### src/rtl/wofu_pkg.sv
// Shared types, constants and arithmetic helpers for the odometry fusion unit.
`timescale 1ns / 1ps
package wofu_pkg;

  // Step index, five bits wide: enough for the longest phase while CORDIC_STEPS is at most 32.
  localparam int unsigned IDX_W = 5;
  localparam int unsigned PROD_W = 67;
  localparam int unsigned CORDIC_W = 34;
  localparam int unsigned MUL_LAST = 4;
  localparam int unsigned GAIN_LAST = 6;
  localparam logic signed [CORDIC_W-1:0] CORDIC_K_Q30 = 34'sd652032874;
  localparam logic [10:0] DIV_CONST = 11'd1000;
  // divide by 1000 in 16-bit digits: four digits cover any quotient
  localparam int unsigned DIV_W = 64;
  localparam int unsigned DIV_LAST = 3;
  // ceil(2^36 / 1000), exact for every partial remainder below 1000 * 2^16
  localparam logic [26:0] RECIP_1000 = 27'd68719477;
  localparam int unsigned RECIP_SHIFT = 36;

  localparam logic [1:0] REG_ENABLE = 2'd0;
  localparam logic [1:0] REG_SYNC   = 2'd1;
  localparam logic [1:0] REG_VGAIN  = 2'd2;
  localparam logic [1:0] REG_PGAIN  = 2'd3;

  typedef struct packed {
    logic             load;
    logic             decide;
    logic             cordic;
    logic             mul;
    logic             div;
    logic             adv;
    logic             gain;
    logic             commit;
    logic             out_load;
    logic [IDX_W-1:0] idx;
  } wofu_cmd_t;

  typedef struct packed {
    logic process;
    logic out_free;
  } wofu_sts_t;

  // arctangent of 2^-i in units of 2^32 per turn
  function automatic logic signed [CORDIC_W-1:0] atan_turn(input logic [4:0] i);
    logic signed [CORDIC_W-1:0] v;
    case (i)
      5'd0:  v = 34'sd536870912;
      5'd1:  v = 34'sd316933406;
      5'd2:  v = 34'sd167458907;
      5'd3:  v = 34'sd85004756;
      5'd4:  v = 34'sd42667330;
      5'd5:  v = 34'sd21354465;
      5'd6:  v = 34'sd10679838;
      5'd7:  v = 34'sd5340245;
      5'd8:  v = 34'sd2670163;
      5'd9:  v = 34'sd1335087;
      5'd10: v = 34'sd667544;
      5'd11: v = 34'sd333772;
      5'd12: v = 34'sd166886;
      5'd13: v = 34'sd83443;
      5'd14: v = 34'sd41722;
      5'd15: v = 34'sd20861;
      5'd16: v = 34'sd10430;
      5'd17: v = 34'sd5215;
      5'd18: v = 34'sd2608;
      5'd19: v = 34'sd1304;
      5'd20: v = 34'sd652;
      5'd21: v = 34'sd326;
      5'd22: v = 34'sd163;
      5'd23: v = 34'sd81;
      default: v = '0;
    endcase
    return v;
  endfunction

  // p / 2^16, rounded half away from zero
  function automatic logic signed [PROD_W-1:0] rnd16(input logic signed [PROD_W-1:0] p);
    logic [PROD_W-1:0] mag;
    logic [PROD_W-1:0] q;
    mag = p[PROD_W-1] ? PROD_W'(-p) : PROD_W'(p);
    q = (mag + PROD_W'(32768)) >> 16;
    return p[PROD_W-1] ? $signed(-q) : $signed(q);
  endfunction

  function automatic logic signed [31:0] sat32(input logic signed [PROD_W-1:0] v);
    logic signed [31:0] r;
    if (v > $signed(PROD_W'(64'sh7fffffff))) r = 32'sh7fffffff;
    else if (v < -$signed(PROD_W'(64'sh80000000))) r = 32'sh80000000;
    else r = v[31:0];
    return r;
  endfunction

  function automatic logic signed [23:0] sat24(input logic signed [PROD_W-1:0] v);
    logic signed [23:0] r;
    if (v > $signed(PROD_W'(64'sh7fffff))) r = 24'sh7fffff;
    else if (v < -$signed(PROD_W'(64'sh800000))) r = 24'sh800000;
    else r = v[23:0];
    return r;
  endfunction

endpackage

### src/rtl/wofu_ctrl.sv
// Sequencer for the odometry fusion unit: steps the datapath through its phases.
`timescale 1ns / 1ps
module wofu_ctrl #(
  parameter int unsigned CORDIC_STEPS = 16
) (
  input  logic                clk_i,
  input  logic                rst_ni,
  input  logic                in_valid_i,
  output logic                in_ready_o,
  input  wofu_pkg::wofu_sts_t sts_i,
  output wofu_pkg::wofu_cmd_t cmd_o
);
  import wofu_pkg::*;

  typedef enum logic [8:0] {
    ST_IDLE   = 9'b000000001,
    ST_DECIDE = 9'b000000010,
    ST_CORDIC = 9'b000000100,
    ST_MUL    = 9'b000001000,
    ST_DIV    = 9'b000010000,
    ST_ADV    = 9'b000100000,
    ST_GAIN   = 9'b001000000,
    ST_COMMIT = 9'b010000000,
    ST_OUT    = 9'b100000000
  } state_e;

  state_e state_q, state_d;
  logic [IDX_W-1:0] idx_q, idx_d;

  assign in_ready_o = (state_q == ST_IDLE);

  always_comb begin
    state_d = state_q;
    idx_d   = idx_q;
    cmd_o   = '0;
    cmd_o.idx = idx_q;
    unique case (state_q)
      ST_IDLE: begin
        if (in_valid_i) begin
          cmd_o.load = 1'b1;
          state_d = ST_DECIDE;
        end
      end
      ST_DECIDE: begin
        cmd_o.decide = 1'b1;
        idx_d = '0;
        state_d = sts_i.process ? ST_CORDIC : ST_OUT;
      end
      ST_CORDIC: begin
        cmd_o.cordic = 1'b1;
        if (idx_q == IDX_W'(CORDIC_STEPS - 1)) begin
          idx_d = '0;
          state_d = ST_MUL;
        end else begin
          idx_d = idx_q + 1'b1;
        end
      end
      ST_MUL: begin
        cmd_o.mul = 1'b1;
        if (idx_q == IDX_W'(MUL_LAST)) begin
          idx_d = '0;
          state_d = ST_DIV;
        end else begin
          idx_d = idx_q + 1'b1;
        end
      end
      ST_DIV: begin
        cmd_o.div = 1'b1;
        if (idx_q == IDX_W'(DIV_LAST)) begin
          idx_d = '0;
          state_d = ST_ADV;
        end else begin
          idx_d = idx_q + 1'b1;
        end
      end
      ST_ADV: begin
        cmd_o.adv = 1'b1;
        idx_d = '0;
        state_d = ST_GAIN;
      end
      ST_GAIN: begin
        cmd_o.gain = 1'b1;
        if (idx_q == IDX_W'(GAIN_LAST)) begin
          state_d = ST_COMMIT;
        end else begin
          idx_d = idx_q + 1'b1;
        end
      end
      ST_COMMIT: begin
        cmd_o.commit = 1'b1;
        state_d = ST_OUT;
      end
      ST_OUT: begin
        if (sts_i.out_free) begin
          cmd_o.out_load = 1'b1;
          state_d = ST_IDLE;
        end
      end
      default: state_d = ST_IDLE;
    endcase
  end

  always_ff @(posedge clk_i or negedge rst_ni) begin
    if (!rst_ni) begin
      state_q <= ST_IDLE;
      idx_q   <= '0;
    end else begin
      state_q <= state_d;
      idx_q   <= idx_d;
    end
  end

endmodule

### config.mk
export PLATFORM = sky130hd
export DESIGN_NAME = wofu_ctrl
export DESIGN_NICKNAME = d
export VERILOG_FILES = /design/src/rtl/wofu_pkg.sv /design/src/rtl/wofu_ctrl.sv
export SDC_FILE = /design/constraint.sdc
export NUM_CORES = 1
export LEC_CHECK = 0
export BUFFER_PORTS_ARGS = -buffer_cell sky130_fd_sc_hd__buf_2
export CAP_MARGIN = 20
export CORE_ASPECT_RATIO = 1.25
export CORE_UTILIZATION = 40
export CTS_BUF_LIST = sky130_fd_sc_hd__clkbuf_16
export CTS_CLUSTER_SIZE = 28
export DETAILED_ROUTE_END_ITERATION = 8
export GPL_TIMING_DRIVEN = 0
export PLACE_DENSITY = 0.62
export SLEW_MARGIN = 20
export SYNTH_ARGS = -nofsm -noshare
export SYNTH_HDL_FRONTEND = slang
export SYNTH_SLANG_ARGS = --single-unit
### constraint.sdc
create_clock -name clk_i -period 3.47 [get_ports clk_i]
set_input_delay 0.694 -clock clk_i [delete_from_list [all_inputs] [get_ports clk_i]]
set_output_delay 0.694 -clock clk_i [all_outputs]
set_load 0.02 [all_outputs]
==> key figures <==
Outcome
  – Status: completed

Floorplanning
  – Die height: ~60 um
  – Die area: 2940 um2
  – Io pins: 20
  – Number of placement rows: 20
  – Core Region: between 2000 and 3000 um2
  – Initial Util: 0.435
  – Die Wd: 48.7 um

Setup path
  – Reg2Reg Depth: 7
  – Max Fanout on Critical Path: 9
  – Critical Path AT: 2.30 ns
  – Peak per-stage delay on the critical path: 0.50 ns
  – Cell mode on critical path: buf_6
  – Crit path cell chain: buf_6, or4_4, buf_6, nor4_1, and3b_1, and2_1, buf_2
  – Largest delay share family, worst path: simple AND/OR/NAND/NOR gates
  – Req. time, crit path: 2.78 ns
  – Crit end category: output pin
  – WS Path Type: flip-flop to output pin
  – FF-to-FF End: state_q[4]
  – Slowest cell on the critical path: or4_4
  – Reg2reg setup slack: 1.02 ns
  – CP Launch Type: flip-flop
  – Buf/Inv on CP: 3
  – R2R Path Start: idx_q[0]

Layout
  – Most frequent cells in the layout: 19 x buf_2, 13 x dfrtp_1, 10 x nor2_1
  – Nets: 156
  – Most common cell after layout, fill and taps aside: buf_2
  – Layout cells sized above 1: 0.241
  – Diodes inserted: 0
  – Area Overhead vs Synth: 19.8%
  – Final core utilization: 0.521
  – Finished Layout Cells: 178

Pwr
  – PD cells: 752 nW/um2
  – Internal power: roughly 0.00057 W
  – Part of the power in combinational logic: 0.527
  – Switching pwr: just over 0.0004 W
  – VDD IR-drop max: between 0.0003 and 0.0004 V
  – Leak Pwr: 0.629 nW
  – Seq pwr share: 0.244
  – Clock share of power: 0.229
  – Sw Share: 0.423

Routing
  – Drc violations: 0
  – First-pass DRT Iterations: 4
  – Vias: 974
  – DR vias/cell: 5.47
  – DR iter-0 viols: 25
  – Wirelength, routed: 2.40 mm
  – WL/cell: 13.5 um
  – ANT nets after route: 0

Hold path
  – Worst hold path type: input pin to asynchronous set/reset pin

Clock tree
  – CTS sink cnt: 14
  – CTS max path bufs: 2
  – H-tree depth: 1
  – Worst-Skew Late Latency: 0.24 ns
  – CTS tree: done
  – CTS clk-pin slew, worst paths: about 0.05 ns
  – Post-CTS Setup Bufs: 0
  – Post-CTS Resized: 0
  – Hold-fix buffer count after cts: 0
  – CTS Buf Count: 3
  – CTS root buffer: clkbuf_16

Place
  – DP HPWL: between 1.5 and 2 mm
  – IO Port Bufs: 19
  – Post-place setup slack: 0.710 ns
  – Routability congestion estimate: 0.790
  – Inst Count DP: between 150 and 200

Synth
  – Number of enable flip-flop cells after synthesis: 0
  – Synth warn: 0
  – #FFs+latches synth: 14
  – FFs w/ async S/R, synth: 1.00
  – Synth Cell Area: 1090 um2
  – Distinct cells, synth: 44
  – Synth Net Count: 132
  – Main flop type after synthesis: dfrtp_1
  – Syn Area/Cell: 8.92 um2
  – Seq/Total Area, Yosys: 0.323
  – Syn Inst Count: 122

Timing
  – Max Fclk: 0.334 GHz
  – Post-route clock period utilization: 0.864
  – Final setup fails: 0
  – Tightest Pin Transition: 0.649 ns
  – Fin. max-slew vios: 0
  – Fin Hold WS: about 0.35 ns
  – Fin. Hold Viols: 0
  – Final min period: ~3 ns
  – Clk_skew: 0.00209 ns
  – RSZ-0062 raised after global routing: false
  – Final setup margin: around 0.47 ns
  – Final TNS setup: 0 ns
  – Max-slew headroom: 0.567

Flow run
  – Max cap viols: 0

Global route
  – GRT Util Overall: 0.185
  – First-pass GRT wire length: between 4 and 5 mm
  – Initial antenna violation count: 0
  – Largest net degree at the start of global routing: 15
  – Overflow left after global routing: 0
  – Vias in the first global route: approximately 900
per-layer routing:
| layer | routed length [um] | vias up | part of all wire | global-route usage |
|---|---|---|---|---|
| li1 | - | 493 | - | - |
| met1 | 1130 | 448 | 0.47 | 0.225 |
| met2 | 1150 | 27 | 0.48 | 0.339 |
| met5 | 0 | - | 0 | 0 |
| met4 | 46 | 0 | 0.019 | 0.0630 |
| met3 | 75 | 6 | 0.031 | 0.0254 |
worst register-to-register path: stages (launching register included):
cell and delay [ns]:
dfrtp_1 0.42, inv_1 0.10, ha_1 0.16, nor4bb_1 0.44, o22ai_1 0.16, a22oi_1 0.53
nand2_1 0.24, o31ai_1 0.29
per-stage QoR:
stage	power (W)	instance area (um2)
floorplan	0.000644	1090
global placement	0.000756	1220
detailed placement	0.000759	1220
CTS	0.000985	1300
global route	0.00105	1300
finish	0.000981	1300
registers in the layout, summed over array words and instances (netlist names):
signal,cells
idx_q,5
state_q,9
Yosys cell counts, types with 2 or more instances:
cell,instances,share of area
a211o_1,2,0.016
a22oi_1,2,0.014
and2_1,3,0.017
and3_1,2,0.011
buf_6,2,0.021
clkbuf_1,5,0.017
dfrtp_1,13,0.30
ha_1,5,0.057
inv_1,9,0.031
nand2_1,4,0.014
nand2b_1,4,0.023
nand3_1,2,0.0092
nor2_1,10,0.034
nor2b_1,2,0.011
nor3_1,5,0.023
nor3b_1,3,0.021
nor4_1,4,0.023
nor4bb_1,2,0.018
o21ai_0,7,0.032
o22a_1,2,0.016
o22ai_1,4,0.023
o31ai_1,3,0.021
or2_2,2,0.011
or3_1,2,0.011
or4b_2,2,0.018
xor2_1,3,0.024
layout make-up:
cell class                      count  area (um2)
Fill cell                         240        1200
Tap cell                           33        41.3
Inverter                            9        33.8
Multi-Input combinational cell     92         662
Sequential cell                    14         352
Clock inverter                      1        3.75
Clock buffer                        3        75.1
Buffer                              7        41.3
Timing Repair Buffer               19        95.1
worst max-delay path by stage:
stage                from        end  cells after the start
5_1_grt        state_q[4]  cmd_o[13]                      7
3_5_place_dp   state_q[4]  cmd_o[13]                      7
6_report       state_q[4]  cmd_o[13]                      7
4_1_cts        state_q[4]  cmd_o[13]                      7
2_1_floorplan  state_q[4]  cmd_o[13]                      6
3_3_place_gp   state_q[4]  cmd_o[13]                      7
power by group through the flow:
stage | clock [W] | combinational [W] | sequential, W
after floorplan | 0 | 0.000397 | 0.000247
after global placement | 0 | 0.000515 | 0.000241
after detailed placement | 0 | 0.000517 | 0.000242
after CTS | 0.000225 | 0.000521 | 0.000240
after global routing | 0.000233 | 0.000576 | 0.000245
final | 0.000224 | 0.000517 | 0.000239
kinds of logic (layout without fill, tap and decap cells):
| group | after synthesis | in the layout | synth area share |
|---|---|---|---|
| xor gates and xnor gates | 4 | 4 | 0.0322 |
| DFF | 14 | 14 | 0.323 |
| buffers and inverters | 16 | 39 | 0.0690 |
| adders and majority gates | 5 | 5 | 0.0575 |
| and+or+nand+nor | 56 | 56 | 0.337 |
| AOI/OAI and AO/OA | 26 | 26 | 0.171 |
| muxes | 1 | 1 | 0.0103 |
Power figures use the tool's default switching activity.
